## src/sv/tpsr_pkg.sv

```systemverilog
package tpsr_pkg;

  localparam int TILE_SIDE  = 8;
  localparam int TILE_SHIFT = 3;
  localparam int COL_SUM_W  = 14;
  localparam int ROW_SUM_W  = 13;

  typedef enum logic [1:0] {
    MODE_MAP_WR  = 2'd0,
    MODE_TILE_WR = 2'd1,
    MODE_RENDER  = 2'd2
  } tpsr_mode_e;

  typedef enum logic [2:0] {
    CFG_VSCROLL      = 3'd0,
    CFG_FIRST_LINE   = 3'd1,
    CFG_WATER_LINE   = 3'd2,
    CFG_WATER_ALL    = 3'd3,
    CFG_WATER_OFFSET = 3'd4
  } tpsr_cfg_idx_e;

  typedef struct packed {
    logic [1:0]  mode;
    logic [5:0]  map_col;
    logic [4:0]  map_row;
    logic [12:0] map_entry;
    logic [10:0] tile_number;
    logic [2:0]  pixel_row;
    logic [2:0]  pixel_col;
    logic [7:0]  pixel_value;
    logic [9:0]  disp_x;
    logic [9:0]  disp_y;
    logic [15:0] line_scroll;
    logic [7:0]  under_pixel;
  } req_t;

  typedef struct packed {
    logic [7:0] out_pixel;
    logic       opaque;
  } res_t;

  typedef struct packed {
    logic [15:0]        vertical_scroll;
    logic [9:0]         first_line;
    logic signed [15:0] water_line;
    logic               water_all;
    logic [7:0]         water_offset;
  } cfg_t;

  localparam cfg_t CFG_RESET = '{
    vertical_scroll: 16'd0,
    first_line:      10'd0,
    water_line:      -16'sd1,
    water_all:       1'b0,
    water_offset:    8'd0
  };

  typedef struct packed {
    logic       valid;
    req_t       req;
    logic       render_ok;
    logic       water;
    logic       tile_ok;
    logic [2:0] tcol;
    logic [2:0] trow;
  } pipe_t;

endpackage

```

## src/sv/tpsr_geom.sv

```systemverilog
module tpsr_geom import tpsr_pkg::*; #(
  parameter int MAP_COLS     = 64,
  parameter int MAP_ROWS     = 32,
  parameter int SCREEN_TILES = 50,
  parameter int CENTER_SHIFT = 40
) (
  input  logic                        clk_i,
  input  logic                        rst_ni,
  input  logic                        in_valid_i,
  input  req_t                        req_i,
  input  cfg_t                        cfg_i,
  output pipe_t                       pipe_o,
  output logic [$clog2(MAP_COLS)-1:0] map_col_o,
  output logic [$clog2(MAP_ROWS)-1:0] map_row_o
);

  localparam int CW = $clog2(MAP_COLS);
  localparam int RW = $clog2(MAP_ROWS);
  localparam int NC = COL_SUM_W;
  localparam int NR = ROW_SUM_W;
  localparam int MC = (1 << NC) / MAP_COLS;
  localparam int MR = (1 << NR) / MAP_ROWS;

  logic [15:0]   h, v;
  logic [10:0]   hx;
  logic [NC-1:0] colsum;
  pipe_t         a_d;

  pipe_t         a_pipe_q, b_pipe_q, c_pipe_q, d_pipe_q;
  logic [NC-1:0] a_colsum_q, b_colsum_q, c_rc_q;
  logic [NR-1:0] a_rowsum_q, b_rowsum_q, c_rr_q;
  logic [NC-1:0] b_qc_q;
  logic [NR-1:0] b_qr_q;
  logic [CW-1:0] d_col_q;
  logic [RW-1:0] d_row_q;

  logic [2*NC-1:0] prod_qc, prod_rc;
  logic [2*NR-1:0] prod_qr, prod_rr;
  logic [NC-1:0]   rc_fix;
  logic [NR-1:0]   rr_fix;

  always_comb begin
    h      = req_i.line_scroll - 16'(CENTER_SHIFT);
    hx     = 11'(h[2:0]) + 11'(req_i.disp_x);
    colsum = NC'(h[15:3]) + NC'(hx[10:3]);
    v      = cfg_i.vertical_scroll + 16'(req_i.disp_y) - 16'(cfg_i.first_line);

    a_d           = '0;
    a_d.valid     = in_valid_i;
    a_d.req       = req_i;
    a_d.render_ok = (req_i.disp_y >= cfg_i.first_line) &&
                    ({1'b0, req_i.disp_x} < 11'(SCREEN_TILES * TILE_SIDE));
    a_d.water     = cfg_i.water_all ||
                    ($signed({6'b0, req_i.disp_y}) > cfg_i.water_line);
    a_d.tcol      = hx[2:0];
    a_d.trow      = v[2:0];
  end

  // reciprocal estimate of the quotient, low by at most one
  assign prod_qc = (2*NC)'(a_colsum_q) * (2*NC)'(MC);
  assign prod_qr = (2*NR)'(a_rowsum_q) * (2*NR)'(MR);
  assign prod_rc = (2*NC)'(b_qc_q) * (2*NC)'(MAP_COLS);
  assign prod_rr = (2*NR)'(b_qr_q) * (2*NR)'(MAP_ROWS);

  assign rc_fix = (c_rc_q >= NC'(MAP_COLS)) ? c_rc_q - NC'(MAP_COLS) : c_rc_q;
  assign rr_fix = (c_rr_q >= NR'(MAP_ROWS)) ? c_rr_q - NR'(MAP_ROWS) : c_rr_q;

  always_ff @(posedge clk_i or negedge rst_ni) begin
    if (!rst_ni) begin
      a_pipe_q <= '0;
      b_pipe_q <= '0;
      c_pipe_q <= '0;
      d_pipe_q <= '0;
    end else begin
      a_pipe_q <= a_d;
      b_pipe_q <= a_pipe_q;
      c_pipe_q <= b_pipe_q;
      d_pipe_q <= c_pipe_q;
    end
  end

  always_ff @(posedge clk_i) begin
    a_colsum_q <= colsum;
    a_rowsum_q <= v[15:3];
    b_colsum_q <= a_colsum_q;
    b_rowsum_q <= a_rowsum_q;
    b_qc_q     <= prod_qc[2*NC-1:NC];
    b_qr_q     <= prod_qr[2*NR-1:NR];
    c_rc_q     <= b_colsum_q - prod_rc[NC-1:0];
    c_rr_q     <= b_rowsum_q - prod_rr[NR-1:0];
    if (c_pipe_q.req.mode == MODE_MAP_WR) begin
      d_col_q <= CW'(c_pipe_q.req.map_col);
      d_row_q <= RW'(c_pipe_q.req.map_row);
    end else begin
      d_col_q <= CW'(rc_fix);
      d_row_q <= RW'(rr_fix);
    end
  end

  assign pipe_o    = d_pipe_q;
  assign map_col_o = d_col_q;
  assign map_row_o = d_row_q;

endmodule

```

## config.mk

```make
export PLATFORM = sky130hd
export DESIGN_NAME = tpsr_geom
export DESIGN_NICKNAME = d
export VERILOG_FILES = /design/src/sv/tpsr_pkg.sv /design/src/sv/tpsr_geom.sv
export SDC_FILE = /design/constraint.sdc
export NUM_CORES = 1
export LEC_CHECK = 0
export BUFFER_PORTS_ARGS = -buffer_cell sky130_fd_sc_hd__clkbuf_2
export CORE_MARGIN = 2
export CORE_UTILIZATION = 40
export DETAILED_ROUTE_END_ITERATION = 7
export PLACE_DENSITY_LB_ADDON = 0.3
export SYNTH_ARGS = -nofsm -noshare
export SYNTH_HDL_FRONTEND = slang
export SYNTH_SLANG_ARGS = --single-unit
```

## constraint.sdc

```tcl
create_clock -name clk_i -period 1.55 [get_ports clk_i]
set_input_delay 0.2325 -clock clk_i [delete_from_list [all_inputs] [get_ports clk_i]]
set_output_delay 0.2325 -clock clk_i [all_outputs]
set_load 0.02 [all_outputs]
```

# == Word level (Yosys, flattened, before mapping) ==
# Index checks and enable logic that the tools add are counted.
# totals
reg_bits,524
input_bits,149
elab_cells,99
output_inout_bits,116
# classes
addsub,9
n_mux,4
n_reduce_logical,3
n_lt_le_gt_ge,5
# op_table
operator,n
adder 16 x 10 -> 16 bit,1
> comparator 11 x 16 -> 1 bit,1
subtractor 16 x 10 -> 16 bit,1
"subtractor 16 x 6 -> 16 bit, second input constant",1
adder 13 x 8 -> 14 bit,1
"greater-or-equal comparator 14 x 7 -> 1 bit, second input constant",1
subtractor 14 bit,1
"greater-or-equal comparator 13 x 6 -> 1 bit, second input constant",1
subtractor 13 bit,1
two-way mux 6 bit,2
adder 3 x 10 -> 11 bit,1
greater-or-equal comparator 10 bit,1
"less-than comparator 10 x 9 -> 1 bit, second input constant",1
two-way mux 5 bit,2
"subtractor 6 x 1 -> 6 bit, second input constant",1
"subtractor 5 x 1 -> 5 bit, second input constant",1
logical NOT 2 bit,1
logical AND 1 bit,1
logical OR 1 bit,1

# == Logic depth before layout (Yosys ltp) ==
# logic_depth
word_depth,3
depth_mapped,11

# == Least setup slack after synthesis ==
# No wires, ideal clock.
# synth_timing
path_type,input port to flip-flop
start,in req_i[8] (netlist name)
end,reg a_colsum_q[5]
setup_time_ns,0.122
setup_slack_ns,-0.680
path_stages,10
t_arrival_ns,2.107
n_path_buf,0
path_cell_list,ha_1 > fa_1 > a21o_1 > nand2_1 > xnor2_1 > ha_1 > a21o_1 > a21oi_1 > o21ai_0 > xnor2_1
# synth_between
elab_chain_len,3
# synth_rtl
item,line,source
start: declaration,tpsr_geom.sv:10,"input req_t req_i,"
subtractor 16 x 6 -> 16 bit *,tpsr_geom.sv:43,h = req_i.line_scroll - 16'(CENTER_SHIFT);
adder 3 x 10 -> 11 bit,tpsr_geom.sv:44,hx = 11'(h[2:0]) + 11'(req_i.disp_x);
adder 13 x 8 -> 14 bit *,tpsr_geom.sv:45,colsum = NC'(h[15:3]) + NC'(hx[10:3]);
net colsum[5],tpsr_geom.sv:26,logic [NC-1:0] colsum;
end signal: assignment,tpsr_geom.sv:83,a_colsum_q <= colsum;
end: declaration,tpsr_geom.sv:30,"logic [NC-1:0] a_colsum_q, b_colsum_q, c_rc_q;"
# Mark *: on every way through the listed nets, which the timed path passes. The rest lies on a longest branch.

# == Worst setup path in the final report ==
# layout_timing
start,in req_i[25] (netlist name)
end,reg a_rowsum_q[4]
# layout_between
elab_chain_len,2
# layout_rtl
item,line,source
adder 16 x 10 -> 16 bit,tpsr_geom.sv:46,v = cfg_i.vertical_scroll + 16'(req_i.disp_y) - 16'(cfg_i.first_line);
subtractor 16 x 10 -> 16 bit,tpsr_geom.sv:46,
net v[7],tpsr_geom.sv:24,"logic [15:0] h, v;"
end signal: assignment,tpsr_geom.sv:84,a_rowsum_q <= v[15:3];
end: declaration,tpsr_geom.sv:31,"logic [NR-1:0] a_rowsum_q, b_rowsum_q, c_rr_q;"
# The timed path passes the listed nets, and every way through them passes these cells.

==> run summary <==
vias in the first global route - 7335
synth top area cells - dfrtp_1, dfxtp_1, ha_1
WL final - 23100 um
total power - 26.1 mW
drt first-iter violations - 266
smallest setup slack after layout - -0.107 ns
CP max-delay cell - fa_1
Fillers - 2477
Mapped Nets - 868
CTS H-Tree Depth - 2
final setup skew - 0.00960 ns
static leakage power - 8.65 nW
DIE AREA - 0.0338 mm2
Total GRT Usage - 0.142
Final Cell Area - 0.0178 mm2
Final setup violation count - 4
worst hold slack - 0.0404 ns
CP Launch Type - primary input
clock buffer depth - 3
Hold Vio Cnt, Final - 0
nets@finish - 1318
gpl congestion - 0.803
Buffers & Inverters on Critical Path - 3
DRC - 0
number of flops mapped to enable cells by yosys - 0
CP Cell Sequence - clkbuf_16, inv_8, fa_1, inv_1, ha_1, a21oi_1, nor2b_1, o31a_1, o41ai_2, xnor2_1
global-route wire length before repair - 37200 um
post-DR vias/cell - 4.22
initial antenna violation count - 1
die height - 184 um
Layout area overhead - 38.0%
Clock transition at path regs - 0.06 ns
cts bufs inserted - 46
Tcrit/Tclk final - 1.07
commonest non-fill, non-tap cell in the layout - dfrtp_1
cell depth of the worst setup path - 10
Synth Warn # - 0
PortBufs - 247
Crit. End Element - flip-flop
row count - 65
status - finished with violations
Die X - 184 um
violated checks - setup timing
# IOs - 265
post-route minimum period - 1.66 ns
Max-Cap Viols - 0
Yosys top cell area share - 0.805
root buffer cell - clkbuf_16
synth unique cells - 37
Crit path max-delay family - adder cells
Clock Latency Late Sink - 0.53 ns
Final Slew Violations - 0
initial core utilization - 0.408
Arrival @ worst endpoint - 2.07 ns
Critical Path Fanout Max - 2
cell accounting for the most synthesized area - dfrtp_1
Highest Clock Rate - 604 MHz
Worst path max stage delay - 0.54 ns
grt ovf - 0
CP Class - primary input to flip-flop
R2R Setup Slk - 0.36 ns
sequential share of the synthesized area - 0.873
synthesized area - 0.0129 mm2
synthesized flop and latch total - 460
largest net degree at the start of global routing - 78
Mean Syn Cell Area - 19.2 um2
Max IR drop VDD - 0.750 mV
Placed Area - 0.0153 mm2
Hold WC Path Type - primary input to flip-flop
Worst EP required - 1.96 ns
CTS tree - done
vias - 6586
DR pass1 iterations - 4
core area - 0.0317 mm2
most frequent cells in the layout - dfrtp_1, clkbuf_2, dlygate4sd3_1, buf_4
DR WL/cell - 14.8 um
worst r2r path cells - 3
WHS Path Cells - 2
power density over the cells - 1460 mW/mm2
clock sink count - 460
DP HPWL - 15500 um
share of layout cells above drive strength 1 - 0.359
RSZ-0062 raised after global routing - true
Final Util - 0.562
Async SR Flop Fraction - 0.904
Detail Route Antenna Nets - 0
Cells after Synth - 673
dominant synthesized flop cell - dfrtp_1
## worst paths after layout
| path | start | end |
|---|---|---|
| worst max register to register | c_pipe_q[103]$_DFF_PN0_ | map_col_o[0]$_DFF_P_ |
| worst min-delay path | req_i[9] | a_pipe_q[4]$_DFF_PN0_ |
| worst max-delay path | req_i[25] | a_rowsum_q[4]$_DFF_P_ |
| max in group asynchronous | rst_ni | a_pipe_q[43]$_DFF_PN0_ |
| worst min register to register | b_colsum_q[2]$_DFF_P_ | c_rc_q[2]$_DFF_P_ |
| min in group asynchronous | rst_ni | pipe_o[32]$_DFF_PN0_ |
## power breakdown
part	internal [mW]	switching (mW)
clock	6.04	4.32
sequential	13.1	0.314
combinational	1.06	1.25
## what timing repair did
action | in CTS | in global routing
endpoints found under the setup margin | 5 | 9
resized for setup | 10 | 15
hold buffers | 98 | 1
setup buffers | 1 | 0
endpoints found under the hold margin | 456 | 1
pin swaps | 19 | 19
## per-stage QoR
| step | TNS (ns) | instances | setup slack, ns |
|---|---|---|---|
| 6_report | -0.329 | 1562 | -0.107 |
| 3_5_place_dp | -6.52 | 1379 | -0.706 |
| 2_1_floorplan | -2.71 | 673 | -0.447 |
| 4_1_cts | -0.324 | 1562 | -0.111 |
| 5_1_grt | -0.563 | 1562 | -0.150 |
| 3_3_place_gp | -6.30 | 1379 | -0.686 |
## worst register-to-register path, cell delays in order, from the launching register on
cell	delay [ns]
dfrtp_1	0.38
nor2_1	0.11
buf_4	0.23
mux2_2	0.36
## registers in the layout, summed over array words and instances (netlist names)
register and count:
c_pipe_q 104, c_rr_q 5, map_col_o 6, map_row_o 5, b_colsum_q 6, a_rowsum_q 5
b_pipe_q 104, c_rc_q 6, b_rowsum_q 5, pipe_o 104, a_colsum_q 6, a_pipe_q 104
## cell usage after synthesis (8+ instances only)
cell and n:
ha_1 37, fa_1 9, mux2_2 11, dfrtp_1 416, xor2_1 8, nor2_1 11, inv_1 54, dfxtp_1 44
xnor2_1 14, a21oi_1 12, a21o_1 8
## cells by family (layout without fill, tap and decap cells)
kind of cell | Yosys count | after routing | synth area share
flip-flops | 460 | 460 | 0.873
buffers and inverters | 56 | 542 | 0.0166
adder cells (fa/ha/maj) | 46 | 46 | 0.0497
AO/OA/AOI/OAI | 43 | 43 | 0.0223
AND/OR/NAND/NOR | 34 | 34 | 0.0134
XOR/XNOR | 22 | 22 | 0.0149
multiplexers | 11 | 11 | 0.00958
other | 1 | 2 | 0.000290
## cell type report
class | instances | area [um2] | area share
diodes | 1 | 2.50 | 0.000140
inverters | 54 | 213 | 0.0119
clock inverters | 14 | 133 | 0.00743
multi-input cells | 157 | 1570 | 0.0882
flip-flops and latches | 460 | 11300 | 0.633
repair buffers | 404 | 2810 | 0.158
clock buffers | 70 | 1310 | 0.0735
well taps | 402 | 503 | 0.0282
## per-layer routing
| layer | global-route usage | routed length, um |
|---|---|---|
| met1 | 0.179 | 9470 |
| met2 | 0.235 | 11300 |
| met3 | 0.0422 | 1660 |
| met4 | 0.0506 | 669 |
| met5 | 0 | 0 |
Note: power is estimated with default switching activity, not from simulation.
